<file path="src/rtl/pbcl_pkg.sv">
// ----------------------------------------------------------------------------
// pbcl_pkg
// Shared types and constants of the power buffer current limiter.
// ----------------------------------------------------------------------------
package pbcl_pkg;

  localparam int FRAC_BITS  = 16;
  localparam int COEF_BITS  = 16;
  localparam int CFG_IDX_W  = 3;
  localparam int CFG_DATA_W = 16;

  // pipelined restoring divider geometry
  localparam int DIV_STAGES = 18;
  localparam int QUO_W      = DIV_STAGES;
  localparam int DSR_W      = 20;
  localparam int DVD_W      = 34;

  localparam logic [CFG_IDX_W-1:0] REG_BUF_FULL       = 3'd0;
  localparam logic [CFG_IDX_W-1:0] REG_OUTPUT_MAX     = 3'd1;
  localparam logic [CFG_IDX_W-1:0] REG_RECTIFY        = 3'd2;
  localparam logic [CFG_IDX_W-1:0] REG_OFFLINE_BUDGET = 3'd3;
  localparam logic [CFG_IDX_W-1:0] REG_CUBE_THRESHOLD = 3'd4;

  localparam logic [7:0]  RST_BUF_FULL       = 8'd60;
  localparam logic [15:0] RST_OUTPUT_MAX     = 16'd16000;
  localparam logic [15:0] RST_RECTIFY        = 16'd0;
  localparam logic [15:0] RST_OFFLINE_BUDGET = 16'd1600;
  localparam logic [7:0]  RST_CUBE_THRESHOLD = 8'd18;

  typedef struct packed {
    logic signed [15:0] cmd_left_front;
    logic signed [15:0] cmd_right_front;
    logic signed [15:0] cmd_left_back;
    logic signed [15:0] cmd_right_back;
    logic               link_online;
    logic [9:0]         power_buffer;
    logic signed [15:0] target_front;
    logic signed [15:0] measured_front;
    logic signed [15:0] target_right;
    logic signed [15:0] measured_right;
    logic signed [15:0] target_turn;
    logic signed [15:0] measured_turn;
  } in_t;

  typedef struct packed {
    logic signed [15:0] out_left_front;
    logic signed [15:0] out_right_front;
    logic signed [15:0] out_left_back;
    logic signed [15:0] out_right_back;
    logic [15:0]        budget;
    logic               scaled;
  } out_t;

endpackage

</file>
<file path="src/rtl/pbcl_div.sv">
// ----------------------------------------------------------------------------
// pbcl_div
// Pipelined restoring divider, one quotient bit per stage. The dividend must
// be below divisor * 2^QUO_W.
// ----------------------------------------------------------------------------
module pbcl_div import pbcl_pkg::*; (
  input  logic             clk,
  input  logic             en,
  input  logic [DVD_W-1:0] dividend,
  input  logic [DSR_W-1:0] divisor,
  output logic [QUO_W-1:0] quotient
);

  logic [DSR_W-1:0] rem [DIV_STAGES];
  logic [QUO_W-1:0] low [DIV_STAGES];
  logic [QUO_W-1:0] quo [DIV_STAGES];
  logic [DSR_W-1:0] dsr [DIV_STAGES];

  for (genvar g = 0; g < DIV_STAGES; g++) begin : g_stage
    logic [DSR_W-1:0] rem_in;
    logic [QUO_W-1:0] low_in;
    logic [QUO_W-1:0] quo_in;
    logic [DSR_W-1:0] dsr_in;
    logic [DSR_W:0]   trial;
    logic [DSR_W:0]   diff;
    logic             ge;

    if (g == 0) begin : g_first
      assign rem_in = DSR_W'(dividend[DVD_W-1:QUO_W]);
      assign low_in = dividend[QUO_W-1:0];
      assign quo_in = '0;
      assign dsr_in = divisor;
    end else begin : g_next
      assign rem_in = rem[g-1];
      assign low_in = low[g-1];
      assign quo_in = quo[g-1];
      assign dsr_in = dsr[g-1];
    end

    assign trial = {rem_in, low_in[QUO_W-1]};
    assign diff  = trial - {1'b0, dsr_in};
    assign ge    = trial >= {1'b0, dsr_in};

    always_ff @(posedge clk) begin
      if (en) begin
        rem[g] <= ge ? diff[DSR_W-1:0] : trial[DSR_W-1:0];
        low[g] <= {low_in[QUO_W-2:0], 1'b0};
        quo[g] <= {quo_in[QUO_W-2:0], ge};
        dsr[g] <= dsr_in;
      end
    end
  end

  assign quotient = quo[DIV_STAGES-1];

endmodule

</file>
<file path="config.mk">
export PLATFORM = sky130hd
export DESIGN_NAME = pbcl_div
export DESIGN_NICKNAME = d
export VERILOG_FILES = /design/src/rtl/pbcl_pkg.sv /design/src/rtl/pbcl_div.sv
export SDC_FILE = /design/constraint.sdc
export NUM_CORES = 2
export LEC_CHECK = 0
export BUFFER_PORTS_ARGS = -buffer_cell sky130_fd_sc_hd__buf_2
export CORE_MARGIN = 10
export CORE_UTILIZATION = 40
export DETAILED_ROUTE_END_ITERATION = 12
export PLACE_DENSITY_LB_ADDON = 0.3
export SETUP_SLACK_MARGIN = 0.5
export SLEW_MARGIN = 40
export SYNTH_ARGS = -nofsm -noshare
export SYNTH_HDL_FRONTEND = slang
export SYNTH_SLANG_ARGS = --single-unit
</file>
<file path="constraint.sdc">
create_clock -name clk -period 8.4 [get_ports clk]
set_clock_uncertainty 0.15 [all_clocks]
set_input_delay 0.42 -clock clk [delete_from_list [all_inputs] [get_ports clk]]
set_output_delay 0.42 -clock clk [all_outputs]
set_load 0.05 [all_outputs]
</file>
Yosys cells after proc, flatten, opt, wreduce, memory -nomap -nowiden
Memories as Yosys holds them, arrays and structs flattened.
Cells that the tools add are included.
{ "totals": {"in_bits": 56, "n_memories": 4, "mem_bits_rw": 1350, "register_bits": 0, "output_inout_bits": 18, "elab_cells": 60} }
{ "op_classes": {"order_cmp": 18, "addsub": 18, "mux": 20} }
{ "memory_table": {"columns": ["memory", "depth", "width", "rd", "rd_ports_with_merged_regs", "write_ports", "line", "rtl"], "rows": [
  ["dsr", 18, 20, 17, 0, 18, "pbcl_div.sv:17", "logic [DSR_W-1:0] dsr [DIV_STAGES];"],
  ["rem", 18, 20, 17, 0, 18, "pbcl_div.sv:14", "logic [DSR_W-1:0] rem [DIV_STAGES];"],
  ["quo", 18, 18, 18, 0, 18, "pbcl_div.sv:16", "logic [QUO_W-1:0] quo [DIV_STAGES];"],
  ["low", 18, 17, 17, 0, 18, "pbcl_div.sv:15", "logic [QUO_W-1:0] low [DIV_STAGES];"]
]} }
{ "op_table": {"columns": ["op", "n"], "rows": [
  ["two-way mux 20 bit", 18],
  ["greater-or-equal comparator 21 x 20 -> 1 bit", 17],
  ["subtractor 20 bit", 17],
  ["greater-or-equal comparator 17 x 20 -> 1 bit", 1],
  ["subtractor 17 x 20 -> 20 bit", 1],
  ["two-way mux 1 bit", 2]
]} }

Logic depth before layout (Yosys ltp)
An unclocked memory read counts as a cell.
{ "depth": {"word_depth": 3, "ltp_mapped": 13, "ltp_nobuf": 12} }

Least setup slack after synthesis
OpenSTA, ideal clock, no wires.
{ "synth_timing": {"path_kind": "reg2reg", "from": "memory rem[3][3]", "to": "memory rem[4][10], data pin", "required_ps": 7988, "setup_time_ps": 262, "n_path_buf": 1, "path_stages_with_launch": 12, "synth_period_minus_slack_ps": 3179, "arrival_time_ps": 2767, "path_slack_ps": 5221, "cell_sequence": "edfxtp_1 ha_1 or2_1 a31oi_1 a21oi_2 a311o_1 a31oi_2 o31a_2 a21oi_2 nor3_4 buf_4 mux2_1"} }
{ "synth_lines": {"columns": ["element", "line"], "rows": [
  ["start, declared", "pbcl_div.sv:14"]
]} }

==> flow_metrics.tcl <==
set metrics [dict create \
    required_ps 8710 \
    worst_ep_arrival_time_ps 4210 \
    insertion_delay_ps 730 \
    dr_total_vias 31600 \
    crit_type "register to register" \
    hold_viol 0 \
    fin_setup_tns_ps 0 \
    crit_path_cell_trace "inv_1, ha_1, nor2b_1, o31ai_2, a21oi_2, a311o_1, a31oi_2, o31a_2, a21oi_2, nor3_4, buf_6, mux2_1" \
    cts_tree "done" \
    start_util_pct 40.4 \
    grt_pass1_wl_um 169000 \
    portBuffers 73 \
    drc 0 \
    startpoint_type "register" \
    rows 131 \
    dr.pass1.iters 7 \
    synthFlopType "edfxtp_1" \
    clk_pin_slew_ps 60 \
    die_h_um 380 \
    clock-root-buffer "clkbuf_16" \
    finalSetupViolCount 0 \
    worst_pin_slew_ps 821 \
    synth_area_um2 51800 \
    post_cts_buffers 0 \
    critPathMaxStageDelay_ps 440 \
    worstHoldPathType "register to register" \
    fmax_mhz 256 \
    layout_common_cells "edfxtp_1 (1004), inv_1 (476), ha_1 (357), a21oi_1 (301), nor2_1 (256)" \
    grt_setup_unrepaired "false" \
    yosysSeqAreaShare_pct 58.3 \
    r2r.worst_path.cells 12 \
    synth.avg_cell_area_um2 12.4 \
    maxCapViolations 0 \
    post-route-min-period_ps 3910 \
    fin_nets 4807 \
    leakage_uw 0.0235 \
    register_area_um2 30100 \
    cts_htree_levels 3 \
    multi_input_area_um2 19600 \
    ys_seq_elements 1004 \
    cpMaxStageDelayCell "edfxtp_1" \
    globalRouteOverflowTotal 0 \
    post_drt_wl_per_cell_um 16.9 \
    crit_buf_inv 2 \
    grt_max_degree 138 \
    floorplan.die_area_um2 144000 \
    fp.coreArea_um2 128000 \
    grt_pass1_vias 32300 \
    slew_viol_final 0 \
    cp_max_fo 11 \
    cts_sinks 1004 \
    io_pins 74 \
    layout.cells.non_filler 6197 \
    clockBufferDepth 3 \
    gp_congestion 0.902 \
    final_common_cell "edfxtp_1" \
    grt_antenna_before_repair 0 \
    antenna_cells 0 \
    grtUsageTotal_pct 14.2 \
    drtIter0Drc 1715 \
    viasPerCell 5.10 \
    die_w_um 380 \
    hpwl_um 76500 \
    totalWireLength_um 105000 \
    n_fill_cell 11400 \
    drtAntennaViolNets 0 \
    whs_path_depth 0 \
    relSlewSlack_pct 44.9 \
    cp_common_cell "a21oi_2" \
    path_delay_family "compound AO/OA/AOI/OAI gates" \
    synth-async-reset-ratio_pct 0 \
    layout-drive-gt1-share_pct 10.5 \
    numCtsBuffers 114 \
    syn_inst 4169 \
    fin_crit_sh_pct 46.5 \
    cp-end-kind "register" \
    status "complete, no violations" \
    synth_cell_type_count 78 \
    vdd_drop_max_v 0.000228 \
    power.density_nw_per_um2 358 \
    yosys_warnings 0 \
    crit_cells 12 \
    area_delta_synth_final_pct 13.3 \
    synth_edf_count 1004 \
    place_inst 5933 \
    syn-num-nets 4599 \
]
## per-layer routing
metal / routed length [µm] / GRT usage [%] / up-vias
li1: - / - / 15800
met1: 41300 / 15.4 / 15100
met2: 55500 / 26.8 / 452
met3: 2960 / 2.26 / 250
met4: 4910 / 6.66 / 0
met5: 0 / 0 / -
## final cells by class
cell class / instances / area share, %
flip-flops and latches: 1004 / 51.4
multi-input cells: 2621 / 33.4
clock buffers: 134 / 5.03
well taps: 1729 / 3.69
inverters: 476 / 3.05
repair buffers: 160 / 2.19
clock inverters: 73 / 1.29
## path summary, 6_finish.rpt
| kind | startpoint | endpoint | slack [ps] |
|---|---|---|---|
| worst max-delay path | dsr[8][1] | rem[9][9] | 4490 |
| worst min-delay path | low[2][12] | low[3][13] | 250 |
| worst max register to register | dsr[8][1] | rem[9][9] | 4490 |
| worst min register to register | low[2][12] | low[3][13] | 250 |
## through the flow
step                area, µm²  hold WS, ps  util, %  setup slack [ps]  total power (µW)
global route            58700          224     45.8              4290             22400
global placement        54300          251     42.4              4340             15900
finish                  58700          252     45.8              4490             21000
CTS                     58600         25.2     45.8              4440             21200
detailed placement      54400          255     42.5              4460             16100
floorplan               51800          250        -              5220             14100
## flip-flops by register name (all words and copies together) (netlist names)
name  flops
dsr     340
quo     171
low     153
rem     340
## cells in the mapped netlist (12+ instances only)
| master | n | share of area [%] |
|---|---|---|
| o211ai_1 | 21 | 0.30 |
| nor2b_1 | 64 | 0.77 |
| xor2_1 | 92 | 1.6 |
| o31ai_1 | 20 | 0.29 |
| a31oi_1 | 30 | 0.36 |
| or3_1 | 17 | 0.21 |
| o21a_1 | 51 | 0.74 |
| nand2_1 | 190 | 1.4 |
| and3_1 | 20 | 0.24 |
| edfxtp_1 | 1004 | 58 |
| ha_1 | 357 | 8.6 |
| nand3_1 | 64 | 0.62 |
| nand4_1 | 48 | 0.58 |
| a211o_1 | 19 | 0.32 |
| nor3_1 | 55 | 0.53 |
| o21bai_1 | 21 | 0.30 |
| a21o_1 | 136 | 2.0 |
| buf_2 | 21 | 0.20 |
| mux2_1 | 45 | 0.98 |
| mux2_2 | 139 | 3.0 |
| a31o_2 | 12 | 0.20 |
| o21ai_0 | 181 | 1.8 |
| nand2b_1 | 55 | 0.66 |
| fa_1 | 17 | 0.66 |
| nor4_1 | 12 | 0.15 |
| a21oi_1 | 303 | 2.9 |
| xnor2_1 | 163 | 2.8 |
| inv_1 | 476 | 3.5 |
| o31a_1 | 13 | 0.22 |
| a211oi_1 | 12 | 0.17 |
| a21boi_0 | 23 | 0.33 |
| nor2_1 | 256 | 1.9 |
| clkbuf_1 | 39 | 0.28 |
| mux2i_1 | 26 | 0.50 |
## kinds of logic after synthesis
kind of cell             share of synthesized area, %
AND/OR/NAND/NOR                                  7.84
AO/OA/AOI/OAI                                    11.7
adder cells (fa/ha/maj)                          9.29
buffers and inverters                            4.08
flip-flops                                       58.3
multiplexers                                     4.51
XOR/XNOR                                         4.32
## where the power goes
part           total, µW  switching (µW)  internal [µW]
Clock               4950            2050           2900
Sequential          7710             588           7120
Combinational       8330            4550           3780
Total              21000            7180          13800
## what timing repair did
action	4_1_cts	5_1_grt
endpoints found under the hold margin	57	12
resized for setup	0	0
hold buffers	54	1
## worst reg2reg max path, delay by kind of cell (launching register included)
family | cells | cell delay [ps]
AO/OA/AOI/OAI | 6 | 1560
multiplexers | 1 | 330
flip-flops | 1 | 440
AND/OR/NAND/NOR | 2 | 600
buffers and inverters | 2 | 320
adder cells (fa/ha/maj) | 1 | 230
No activity file was read; power rests on OpenSTA's default activity.
